==> config.mk <==
export PLATFORM = sky130hd
export DESIGN_NAME = single_wire_sensor_reader_unit
export DESIGN_NICKNAME = d
export VERILOG_FILES = /design/src/rtl/swsr_pkg.sv /design/src/rtl/single_wire_sensor_reader_unit.sv
export SDC_FILE = /design/constraint.sdc
export NUM_CORES = 1
export LEC_CHECK = 0
export ABC_CLOCK_PERIOD_IN_PS = 5300
export BUFFER_PORTS_ARGS = -buffer_cell sky130_fd_sc_hd__buf_2
export CORE_MARGIN = 2
export CORE_UTILIZATION = 38
export DETAILED_ROUTE_END_ITERATION = 10
export GPL_TIMING_DRIVEN = 0
export PLACE_DENSITY = 0.59
export SYNTH_ARGS = -nofsm -noshare
export SYNTH_HDL_FRONTEND = slang
export SYNTH_SLANG_ARGS = --single-unit
==> constraint.sdc <==
create_clock -name i_clk -period 5.3 [get_ports i_clk]
set_clock_uncertainty 0.15 [all_clocks]
set_input_delay 1.06 -clock i_clk [delete_from_list [all_inputs] [get_ports i_clk]]
set_output_delay 1.06 -clock i_clk [all_outputs]
set_load 0.005 [all_outputs]
==> src/rtl/swsr_pkg.sv <==
// ----------------------------------------------------------------------------
// Single-wire sensor reader package
// Shared types, register indexes, reset values and event codes.
// ----------------------------------------------------------------------------
`default_nettype none

package swsr_pkg;

    // Configuration register indexes.
    localparam logic [2:0] REG_START_LOW  = 3'd0;
    localparam logic [2:0] REG_START_HIGH = 3'd1;
    localparam logic [2:0] REG_RESP_LOW   = 3'd2;
    localparam logic [2:0] REG_RESP_HIGH  = 3'd3;
    localparam logic [2:0] REG_RESP_TAIL  = 3'd4;
    localparam logic [2:0] REG_BIT_SAMPLE = 3'd5;
    localparam logic [2:0] REG_BYTE_COUNT = 3'd6;

    // Register reset values.
    localparam logic [15:0] RST_START_LOW  = 16'd18000;
    localparam logic [7:0]  RST_START_HIGH = 8'd30;
    localparam logic [7:0]  RST_RESP_LOW   = 8'd40;
    localparam logic [7:0]  RST_RESP_HIGH  = 8'd80;
    localparam logic [7:0]  RST_RESP_TAIL  = 8'd40;
    localparam logic [7:0]  RST_BIT_SAMPLE = 8'd30;
    localparam logic [3:0]  RST_BYTE_COUNT = 4'd5;

    // Largest number of bytes in one transaction.
    localparam logic [3:0]  MAX_BYTES = 4'd8;

    // Event codes on the result channel.
    localparam logic [1:0] EV_NONE = 2'd0;
    localparam logic [1:0] EV_OK   = 2'd1;
    localparam logic [1:0] EV_FAIL = 2'd2;
    localparam logic [1:0] EV_BYTE = 2'd3;

    // Transaction phases, one-hot.
    typedef enum logic [8:0] {
        PH_IDLE       = 9'b000000001,
        PH_START_LOW  = 9'b000000010,
        PH_START_HIGH = 9'b000000100,
        PH_RESP_LOW   = 9'b000001000,
        PH_RESP_HIGH  = 9'b000010000,
        PH_TAIL       = 9'b000100000,
        PH_WAIT_HIGH  = 9'b001000000,
        PH_SAMPLE     = 9'b010000000,
        PH_WAIT_LOW   = 9'b100000000
    } t_phase;

    // One result word as it sits in the output stage.
    typedef struct packed {
        logic       drive_enable;
        logic       drive_value;
        logic [1:0] event_res;
        logic [7:0] data_byte;
        logic       last_byte;
        logic       busy_res;
    } t_result;

endpackage

`default_nettype wire

==> src/rtl/single_wire_sensor_reader_unit.sv <==
// ----------------------------------------------------------------------------
// Single-wire sensor reader
// Master for a one-wire humidity or temperature sensor, stepped by words.
// ----------------------------------------------------------------------------
//
// Each input word is either a one-microsecond tick or a start command, and
// carries the sampled level of the data line. Every accepted word produces
// exactly one result word that shows the line drive, any event (response
// ok, response failed, data byte) and the busy flag after that step. The
// block takes one word per clock cycle while s_tready is high; each result
// is registered. The whole step is a single pass of logic from the phase
// register and the one 16-bit timer compare into a two-entry output stage,
// so a stalled result channel costs nothing until both entries are full,
// at which point s_tready drops until the master side drains a word.
// The user writes configuration registers through the plain write port
// while the block is idle; the block itself does not enforce this.
`default_nettype none

module single_wire_sensor_reader_unit (
    input  wire logic        i_clk,
    input  wire logic        i_rst_n,

    // Configuration write port.
    input  wire logic        i_cfg_we,
    input  wire logic [2:0]  i_cfg_addr,
    input  wire logic [15:0] i_cfg_wdata,

    // Input word channel.
    input  wire logic        i_s_tvalid,
    output logic             o_s_tready,
    input  wire logic [7:0]  i_s_tdata,   // [0] line_level, [7:1] zero
    input  wire logic        i_s_tuser,   // [0] cmd (1 = start)

    // Result word channel.
    output logic             o_m_tvalid,
    input  wire logic        i_m_tready,
    output logic [15:0]      o_m_tdata,   // [0] drive_enable, [1] drive_value,
                                          // [9:2] data_byte, [10] busy_res,
                                          // [15:11] zero
    output logic [1:0]       o_m_tuser,   // [1:0] event_res
    output logic             o_m_tlast    // last_byte
);

    // ------------------------------------------------------------------
    // Configuration registers.
    // ------------------------------------------------------------------
    logic [15:0] r_start_low;
    logic [7:0]  r_start_high;
    logic [7:0]  r_resp_low;
    logic [7:0]  r_resp_high;
    logic [7:0]  r_resp_tail;
    logic [7:0]  r_bit_sample;
    logic [3:0]  r_byte_count;

    always_ff @(posedge i_clk) begin
        if (!i_rst_n) begin
            r_start_low  <= swsr_pkg::RST_START_LOW;
            r_start_high <= swsr_pkg::RST_START_HIGH;
            r_resp_low   <= swsr_pkg::RST_RESP_LOW;
            r_resp_high  <= swsr_pkg::RST_RESP_HIGH;
            r_resp_tail  <= swsr_pkg::RST_RESP_TAIL;
            r_bit_sample <= swsr_pkg::RST_BIT_SAMPLE;
            r_byte_count <= swsr_pkg::RST_BYTE_COUNT;
        end else if (i_cfg_we) begin
            unique case (i_cfg_addr)
                swsr_pkg::REG_START_LOW:  r_start_low  <= i_cfg_wdata;
                swsr_pkg::REG_START_HIGH: r_start_high <= i_cfg_wdata[7:0];
                swsr_pkg::REG_RESP_LOW:   r_resp_low   <= i_cfg_wdata[7:0];
                swsr_pkg::REG_RESP_HIGH:  r_resp_high  <= i_cfg_wdata[7:0];
                swsr_pkg::REG_RESP_TAIL:  r_resp_tail  <= i_cfg_wdata[7:0];
                swsr_pkg::REG_BIT_SAMPLE: r_bit_sample <= i_cfg_wdata[7:0];
                swsr_pkg::REG_BYTE_COUNT: r_byte_count <= i_cfg_wdata[3:0];
                default: ;  // Writes beyond the register list are dropped.
            endcase
        end
    end

    // ------------------------------------------------------------------
    // Transaction state.
    // ------------------------------------------------------------------
    swsr_pkg::t_phase r_phase, n_phase;
    logic [15:0]      r_tick, n_tick;
    logic [2:0]       r_bit_idx, n_bit_idx;
    logic [7:0]       r_shift, n_shift;
    logic [3:0]       r_bytes, n_bytes;

    logic             w_accept;
    logic             w_cmd;
    logic             w_line;
    logic [15:0]      w_tick_inc;
    logic [15:0]      w_target;
    logic             w_wait_done;
    logic [3:0]       w_want;
    logic [3:0]       w_bytes_inc;
    logic [2:0]       w_bit_inc;
    logic [7:0]       w_shift_in;
    logic [1:0]       w_event;
    logic [7:0]       w_data;
    logic             w_last;
    swsr_pkg::t_result w_result;

    assign w_accept = i_s_tvalid && o_s_tready;
    assign w_cmd    = i_s_tuser;
    assign w_line   = i_s_tdata[0];

    // The timer counts up and a wait ends on the tick at which it reaches
    // the length of the current phase; only one length is live at a time.
    always_comb begin
        unique case (r_phase)
            swsr_pkg::PH_START_LOW:  w_target = r_start_low;
            swsr_pkg::PH_START_HIGH: w_target = {8'd0, r_start_high};
            swsr_pkg::PH_RESP_LOW:   w_target = {8'd0, r_resp_low};
            swsr_pkg::PH_RESP_HIGH:  w_target = {8'd0, r_resp_high};
            swsr_pkg::PH_TAIL:       w_target = {8'd0, r_resp_tail};
            swsr_pkg::PH_SAMPLE:     w_target = {8'd0, r_bit_sample};
            default:                 w_target = 16'd0;
        endcase
    end

    assign w_tick_inc  = r_tick + 16'd1;
    assign w_wait_done = (w_tick_inc >= w_target);

    // A byte count of zero reads as one, anything above eight as eight.
    always_comb begin
        priority if (r_byte_count == 4'd0) begin
            w_want = 4'd1;
        end else if (r_byte_count > swsr_pkg::MAX_BYTES) begin
            w_want = swsr_pkg::MAX_BYTES;
        end else begin
            w_want = r_byte_count;
        end
    end

    assign w_bytes_inc = r_bytes + 4'd1;
    assign w_bit_inc   = r_bit_idx + 3'd1;
    assign w_shift_in  = {r_shift[6:0], w_line};

    always_comb begin
        n_phase   = r_phase;
        n_tick    = r_tick;
        n_bit_idx = r_bit_idx;
        n_shift   = r_shift;
        n_bytes   = r_bytes;
        w_event   = swsr_pkg::EV_NONE;
        w_data    = 8'd0;
        w_last    = 1'b0;

        unique case (r_phase)
            swsr_pkg::PH_IDLE: begin
                // The start word itself is not counted as a tick.
                if (w_cmd) begin
                    n_phase   = swsr_pkg::PH_START_LOW;
                    n_tick    = 16'd0;
                    n_bit_idx = 3'd0;
                    n_shift   = 8'd0;
                    n_bytes   = 4'd0;
                end
            end
            swsr_pkg::PH_START_LOW: begin
                n_tick = w_wait_done ? 16'd0 : w_tick_inc;
                if (w_wait_done) begin
                    n_phase = swsr_pkg::PH_START_HIGH;
                end
            end
            swsr_pkg::PH_START_HIGH: begin
                n_tick = w_wait_done ? 16'd0 : w_tick_inc;
                if (w_wait_done) begin
                    n_phase = swsr_pkg::PH_RESP_LOW;
                end
            end
            swsr_pkg::PH_RESP_LOW: begin
                n_tick = w_wait_done ? 16'd0 : w_tick_inc;
                if (w_wait_done) begin
                    if (!w_line) begin
                        n_phase = swsr_pkg::PH_RESP_HIGH;
                    end else begin
                        w_event = swsr_pkg::EV_FAIL;
                        n_phase = swsr_pkg::PH_IDLE;
                    end
                end
            end
            swsr_pkg::PH_RESP_HIGH: begin
                n_tick = w_wait_done ? 16'd0 : w_tick_inc;
                if (w_wait_done) begin
                    if (w_line) begin
                        w_event = swsr_pkg::EV_OK;
                        n_phase = (r_resp_tail == 8'd0) ? swsr_pkg::PH_WAIT_HIGH
                                                        : swsr_pkg::PH_TAIL;
                    end else begin
                        w_event = swsr_pkg::EV_FAIL;
                        n_phase = swsr_pkg::PH_IDLE;
                    end
                end
            end
            swsr_pkg::PH_TAIL: begin
                n_tick = w_wait_done ? 16'd0 : w_tick_inc;
                if (w_wait_done) begin
                    n_phase = swsr_pkg::PH_WAIT_HIGH;
                end
            end
            swsr_pkg::PH_WAIT_HIGH: begin
                if (w_line) begin
                    n_phase = swsr_pkg::PH_SAMPLE;
                    n_tick  = 16'd0;
                end
            end
            swsr_pkg::PH_SAMPLE: begin
                n_tick = w_wait_done ? 16'd0 : w_tick_inc;
                if (w_wait_done) begin
                    n_shift   = w_shift_in;
                    n_bit_idx = w_bit_inc;
                    n_phase   = w_line ? swsr_pkg::PH_WAIT_LOW : swsr_pkg::PH_WAIT_HIGH;
                    if (w_bit_inc == 3'd0) begin
                        // Eighth bit of a byte: hand it out and start afresh.
                        w_event = swsr_pkg::EV_BYTE;
                        w_data  = w_shift_in;
                        n_bytes = w_bytes_inc;
                        n_shift = 8'd0;
                        if (w_bytes_inc >= w_want) begin
                            w_last  = 1'b1;
                            n_phase = swsr_pkg::PH_IDLE;
                        end
                    end
                end
            end
            swsr_pkg::PH_WAIT_LOW: begin
                if (!w_line) begin
                    n_phase = swsr_pkg::PH_WAIT_HIGH;
                end
            end
            default: begin
                n_phase = swsr_pkg::PH_IDLE;
            end
        endcase
    end

    always_ff @(posedge i_clk) begin
        if (!i_rst_n) begin
            r_phase   <= swsr_pkg::PH_IDLE;
            r_tick    <= 16'd0;
            r_bit_idx <= 3'd0;
            r_shift   <= 8'd0;
            r_bytes   <= 4'd0;
        end else if (w_accept) begin
            r_phase   <= n_phase;
            r_tick    <= n_tick;
            r_bit_idx <= n_bit_idx;
            r_shift   <= n_shift;
            r_bytes   <= n_bytes;
        end
    end

    // Result word reflects the phase after the step.
    assign w_result.drive_enable = (n_phase == swsr_pkg::PH_START_LOW) ||
                                   (n_phase == swsr_pkg::PH_START_HIGH);
    assign w_result.drive_value  = (n_phase == swsr_pkg::PH_START_HIGH);
    assign w_result.event_res    = w_event;
    assign w_result.data_byte    = w_data;
    assign w_result.last_byte    = w_last;
    assign w_result.busy_res     = (n_phase != swsr_pkg::PH_IDLE);

    // ------------------------------------------------------------------
    // Two-entry output stage: the main register feeds the port, the skid
    // register catches a word accepted while the main one is stalled.
    // ------------------------------------------------------------------
    swsr_pkg::t_result r_out, r_skid;
    logic              r_out_valid, r_skid_valid;
    logic              w_take;

    assign w_take     = r_out_valid && i_m_tready;
    assign o_s_tready = !r_skid_valid;

    always_ff @(posedge i_clk) begin
        if (!i_rst_n) begin
            r_out_valid  <= 1'b0;
            r_skid_valid <= 1'b0;
        end else if (w_take) begin
            if (r_skid_valid) begin
                r_skid_valid <= 1'b0;
            end else begin
                r_out_valid <= w_accept;
            end
        end else if (w_accept) begin
            if (!r_out_valid) begin
                r_out_valid <= 1'b1;
            end else begin
                r_skid_valid <= 1'b1;
            end
        end
    end

    always_ff @(posedge i_clk) begin
        if (w_take) begin
            if (r_skid_valid) begin
                r_out <= r_skid;
            end else if (w_accept) begin
                r_out <= w_result;
            end
        end else if (w_accept) begin
            if (!r_out_valid) begin
                r_out <= w_result;
            end else begin
                r_skid <= w_result;
            end
        end
    end

    assign o_m_tvalid = r_out_valid;
    assign o_m_tdata  = {5'd0, r_out.busy_res, r_out.data_byte,
                         r_out.drive_value, r_out.drive_enable};
    assign o_m_tuser  = r_out.event_res;
    assign o_m_tlast  = r_out.last_byte;

endmodule

`default_nettype wire

==> results of run 1 <==
worst max path at each step:
stage,slack [ps],depth (start not counted),end,start
6_report,430,14,o_m_tdata[1],r_phase[0]
5_1_grt,100,13,o_m_tdata[2],r_phase[0]
4_1_cts,40,14,o_m_tdata[1],r_phase[0]
3_5_place_dp,70,14,o_m_tdata[1],r_phase[0]
3_3_place_gp,40,14,o_m_tdata[1],r_phase[0]
2_1_floorplan,1020,14,o_m_tdata[1],r_phase[0]
area by class of cell:
type	count	area, µm²
multi-input combinational	565	3428
clock inverter	10	82.58
timing repair buffer	39	195.2
buffer	43	206.4
tap	220	275.3
fill	1693	9071
sequential	129	2863
inverter	12	45.04
clock buffer	22	475.5
sequential cells by signal (all words and copies together) (netlist names), 9 cells and up:
register	count
r_start_low	16
r_phase	9
r_tick	16
o_m_tdata	11
r_skid	14
placed cells by master, fill, tap and decap left out, types with 5 or more instances in the layout:
cell type  count
nand2_1      168
dfxtp_1      101
a21oi_1       69
buf_2         45
nand3_1       38
nor2_1        35
clkbuf_1      28
edfxtp_1      28
ha_1          24
nor3_1        18
clkbuf_16     18
a222oi_1      16
o21ai_0       15
xor2_1        11
inv_1         11
nor4_1        11
and2_1        11
and3_1        11
mux2_2        11
nand2b_1       8
a22o_1         8
xnor2_1        7
nand4b_1       7
o31ai_1        6
a211oi_1       6
or3_1          5
buf_4          5
conb_1         5
clkinv_2       5
metal layers:
| metal | vias up | part of all wire |
|---|---|---|
| met5 | - | 0 |
| met4 | 0 | 0.016 |
| met3 | 21 | 0.059 |
| met2 | 180 | 0.46 |
| met1 | 2681 | 0.47 |
| li1 | 2843 | - |
critical path, stage by stage, from the launching register on:
cell      delay (ps)
dfxtp_1          370
or4_1            520
buf_2            190
nor4_4           480
clkbuf_2         370
a222oi_1         130
and2_1           210
ha_1             290
a211o_1          290
a21oi_1          130
o31ai_1          140
a211oi_1         340
clkbuf_2         330
mux2_2           410
mux2_2           270
where the power goes:
| group | leakage (nW) | internal [mW] | switching, mW |
|---|---|---|---|
| Clock | 0.275 | 0.681 | 0.443 |
| Sequential | 1.10 | 1.03 | 0.0158 |
| Combinational | 1.60 | 0.0599 | 0.130 |
cells by family after synthesis:
kind of cell / Yosys count / share of synthesized area
mux: 16 / 0.02689
compound gates: 160 / 0.1682
buf+inv: 55 / 0.03803
xor+xnor: 18 / 0.02420
other cells: 1 / 0.0005756
simple gates: 342 / 0.2566
fa+ha+maj: 24 / 0.04609
flops: 129 / 0.4394
timing repair:
item,CTS,global route
buffers inserted,0,0
resized for setup,0,7
endpoints found under the setup margin,0,6
==> flow_summary.json, run 1 <==
{
  "yosysSeqAreaShare": 0.4394,
  "start_util": 0.3915,
  "hold_viol": 0,
  "relSlewSlack": 0.1096,
  "die_area_um2": 18210,
  "avgSynthCellArea_um2": 8.745,
  "critical_path_class": "reg2reg",
  "drtIter0Drc": 398,
  "synth-edff-count": 28,
  "end_kind": "flip-flop",
  "cts_tree": "done",
  "r2r_cells": 14,
  "ys_ff_latch": 129,
  "fin_setup_tns_ps": 0,
  "insertedDiodeCount": 0,
  "die_w_um": 134.9,
  "finalWorstSetupSlack_ps": 425.2,
  "routed_wl_um": 17570,
  "hold_depth": 2,
  "area_growth_pct": 16.21,
  "cp.required_ps": 5330,
  "fin_crit_sh": 0.9198,
  "antenna_left": 0,
  "cts_root_buf": "clkbuf_16",
  "arrival_ps": 4900,
  "synth_top_flop_cell": "dfxtp_1",
  "grt_use_met3": 0.04392,
  "yosysTopAreaCell": "dfxtp_1",
  "async_reset_ff_frac": 0,
  "rsz0062_at_grt": "no",
  "r2r_end": "o_m_tdata[1]",
  "ys_types": 68,
  "p_leak_nw": 2.976,
  "vias_per_cell": 5.505,
  "dpl.hpwl_um": 12420,
  "core_area_um2": 16640,
  "fin_area_um2": 7571,
  "syn_inst": 745,
  "ys.warnings.count": 0,
  "grt_pass1_vias": 5304,
  "hold_path.class": "reg2reg",
  "grtUsageMet2": 0.3175,
  "whs_ps": 305.4,
  "vias": 5725,
  "final_util": 0.4549,
  "synth_area_um2": 6515,
  "drc": 0,
  "clock_latency_ps": 420,
  "whs_endpoint": "r_resp_high[7]",
  "post-synth-top-area-fraction": 0.3104,
  "worst_pin_slew_ps": 1336,
  "synth_common_cells": "nand2_1 (168), dfxtp_1 (101), a21oi_1 (69)",
  "clkTransAtPathRegs_ps": 60,
  "rrSetupSlack_ps": 430,
  "place_area_um2": 7000,
  "met1_usage": 0.2670,
  "busiest_layer": "met2",
  "power_density_nw_per_um2": 311.7,
  "hold_buffers": 0,
  "clock_path_buffers": 2,
  "status": "finished, final reports clean",
  "antenna_found_initial": 0,
  "dr.pass1.iters": 5,
  "numPortBuffers": 39,
  "maxSlewViolCount": 0,
  "gr-total-overflow": 0,
  "r2r-start": "r_phase[0]",
  "grt_pass1_wl_um": 28100,
  "post_drt_wl_per_cell_um": 16.89,
  "track_usage": 0.1978,
  "setup_violations": 0,
  "clock_sinks": 129,
  "htreeDepth": 4,
  "placed_cells": 1008,
  "critPathLaunchType": "flip-flop",
  "place.gp.congestion": 0.8511,
  "drive_above_1_share": 0.1402,
  "synth.most_common_cell": "nand2_1",
  "min-delay-start": "r_resp_high[7]",
  "nets": 864,
  "ios": 54,
  "finalCriticalPeriod_ps": 4875,
  "cap_violations": 0,
  "fmaxAchievable_ghz": 0.2051,
  "yosys-top-cells-area": "dfxtp_1 (31%), edfxtp_1 (13%), nand2_1 (9.7%)",
  "final-instance-count-excl-fill": 1040,
  "fp.dieH_um": 134.9,
  "grt_max_degree": 17,
  "power.total_mw": 2.360,
  "placementRows": 47,
  "cts_buffers": 17,
  "critPathMaxFanout": 10,
  "place_ws_ps": 68.59,
  "max-vdd-ir-drop_mv": 0.2589
}
Note: power is estimated with default switching activity, not from simulation.
==> run 2: changes to the inputs <==
--- a/config.mk
+++ b/config.mk
@@ -10,7 +10,6 @@
 export CORE_MARGIN = 2
 export CORE_UTILIZATION = 38
 export DETAILED_ROUTE_END_ITERATION = 10
-export GPL_TIMING_DRIVEN = 0
 export PLACE_DENSITY = 0.59
 export SYNTH_ARGS = -nofsm -noshare
 export SYNTH_HDL_FRONTEND = slang
==> run 2 against run 1 <==
Compared with the run above:
- first-iteration DRC count grew 38%
- critical path depth is 2 lower
- final area down 0.50%
- setup slack improved by 240 ps
- non-clock buffer count fell by 27
- count of clock-buffer cells in the layout shrank 2
- sequential power about the same
- clock power grew 4%
- total power is 1.9% higher
- sequential share of layout area up 0.19 points
- via count increased by 0.24%
==> flow_summary.json, run 2 (synthesized netlist as in run 1, its figures left out) <==
{
  "status": "finished, final reports clean",
  "fp.dieH_um": 134.9,
  "clock_latency_ps": 420,
  "power_density_nw_per_um2": 319.3,
  "drive_above_1_share": 0.1501,
  "postCtsSetupRepairBufs": 0,
  "grt_pass1_wl_um": 27640,
  "antenna_found_initial": 0,
  "critPathLaunchType": "flip-flop",
  "place_ws_ps": 720.3,
  "insertedDiodeCount": 0,
  "post_drt_wl_per_cell_um": 16.82,
  "max-vdd-ir-drop_mv": 0.2390,
  "cts_tree": "done",
  "r2r-start": "r_phase[0]",
  "layout_common_cells": "nand2_1 (168), dfxtp_1 (101), a21oi_1 (69), buf_2 (41), nand3_1 (38)",
  "grt_pass1_vias": 5393,
  "arrival_ps": 4680,
  "hold_path.class": "reg2reg",
  "reg_top3": "r_start_low: 16 flops, r_tick: 16 flops, r_skid: 14 flops",
  "track_usage": 0.1941,
  "final_common_cell": "nand2_1",
  "whs_ps": 307.3,
  "postCtsResizedCells": 0,
  "maxSlewViolCount": 0,
  "cp.required_ps": 5350,
  "grt_max_degree": 44,
  "clkTransAtPathRegs_ps": 60,
  "dpl.hpwl_um": 12010,
  "fmaxAchievable_ghz": 0.2160,
  "die_area_um2": 18210,
  "cts_buffers": 17,
  "setup_violations": 0,
  "htreeDepth": 4,
  "worst_pin_slew_ps": 904.6,
  "cap_violations": 0,
  "relSlewSlack": 0.3970,
  "critical_path_class": "reg2reg",
  "finalWorstSetupSlack_ps": 670.1,
  "fillerInstances": 1572,
  "cts_root_buf": "clkbuf_16",
  "die_w_um": 134.9,
  "startpoint": "r_phase[0]",
  "hold_viol": 0,
  "cp_cell_sequence": "or4_1 > nor4_4 > buf_4 > a222oi_1 > and2_1 > ha_1 > a211o_1 > a21oi_1 > o31ai_1 > a211o_1 > and2_1 > o41ai_1",
  "numPortBuffers": 41,
  "drtIter0Drc": 548,
  "dr.pass1.iters": 7,
  "start_util": 0.3915,
  "slowest_delay_ps": 730,
  "hold_buffers": 0,
  "rrSetupSlack_ps": 670,
  "fin_crit_sh": 0.8736,
  "antenna_left": 0,
  "end_kind": "flip-flop",
  "clock_path_buffers": 2,
  "min-delay-start": "r_start_low[0]",
  "core_area_um2": 16640,
  "vias": 5739,
  "rsz0062_at_grt": "no",
  "gr-total-overflow": 0,
  "p_leak_nw": 2.959,
  "drc": 0,
  "critPathBufInv": 1,
  "place.gp.congestion": 0.8838,
  "routed_wl_um": 17040,
  "ios": 54,
  "critPathMaxFanout": 18,
  "area_growth_pct": 15.63,
  "critPathSlowestCell": "or4_1",
  "nets": 837,
  "fin_setup_tns_ps": 0,
  "clock_sinks": 129,
  "vias_per_cell": 5.665,
  "critPathTopFamily": "simple AND/OR/NAND/NOR gates",
  "finalCriticalPeriod_ps": 4630,
  "placementRows": 47
}
[run 2: cell types whose count changed in the layout (fill, tap and decap cells not counted), sizes merged]
cell    delta
clkbuf    -30
bufinv     +1
inv        -1
buf        +1
clkinv     +2
[run 2: layout make-up]
type,instances,area [µm²],share of cell area
clock inverter,12,131.4,0.01744
tap,220,275.3,0.03654
clock buffer,20,467.9,0.06212
multi-input combinational,565,3441,0.4567
sequential,129,2863,0.3800
timing repair buffer,55,310.3,0.04119
inverter,12,45.04,0.005979
[run 2: worst register-to-register path: cells and delay by family, from the launching register on]
kind	cells	cell delay, ps
AO/OA/AOI/OAI	6	1620
buffers and inverters	1	280
flip-flops	1	390
adder cells (fa/ha/maj)	1	290
AND/OR/NAND/NOR	4	1690
[run 2: where the power goes]
group / internal (mW) / total [mW] / switching, mW
Combinational: 0.0569 / 0.184 / 0.127
Clock: 0.732 / 1.17 / 0.443
Sequential: 1.03 / 1.05 / 0.0164
Total: 1.82 / 2.41 / 0.586
[run 2: through the flow]
| stage | area (µm²) | util | total power, mW | std cells |
|---|---|---|---|---|
| after floorplan | 6530 | - | 1.181 | 749 |
| after global placement | 6934 | 0.4167 | 1.245 | 981 |
| after detailed placement | 6934 | 0.4167 | 1.249 | 981 |
| after CTS | 7533 | 0.4527 | 2.419 | 1013 |
| after global routing | 7533 | 0.4527 | 2.493 | 1013 |
| final | 7533 | 0.4527 | 2.405 | 1013 |
[run 2: worst paths after layout]
kind                                        to  depth (start not counted)
worst max register to register   o_m_tdata[10]                         12
worst min-delay path            r_start_low[0]                          2
worst max-delay path             o_m_tdata[10]                         12
worst min register to register  r_start_low[0]                          2
[run 2: layer usage]
metal	track usage	vias up	wire length, µm
met5	0	-	0
met4	0.06597	0	390
met3	0.04917	27	1083
met2	0.3144	216	8187
met1	0.2530	2722	7374
li1	-	2774	-
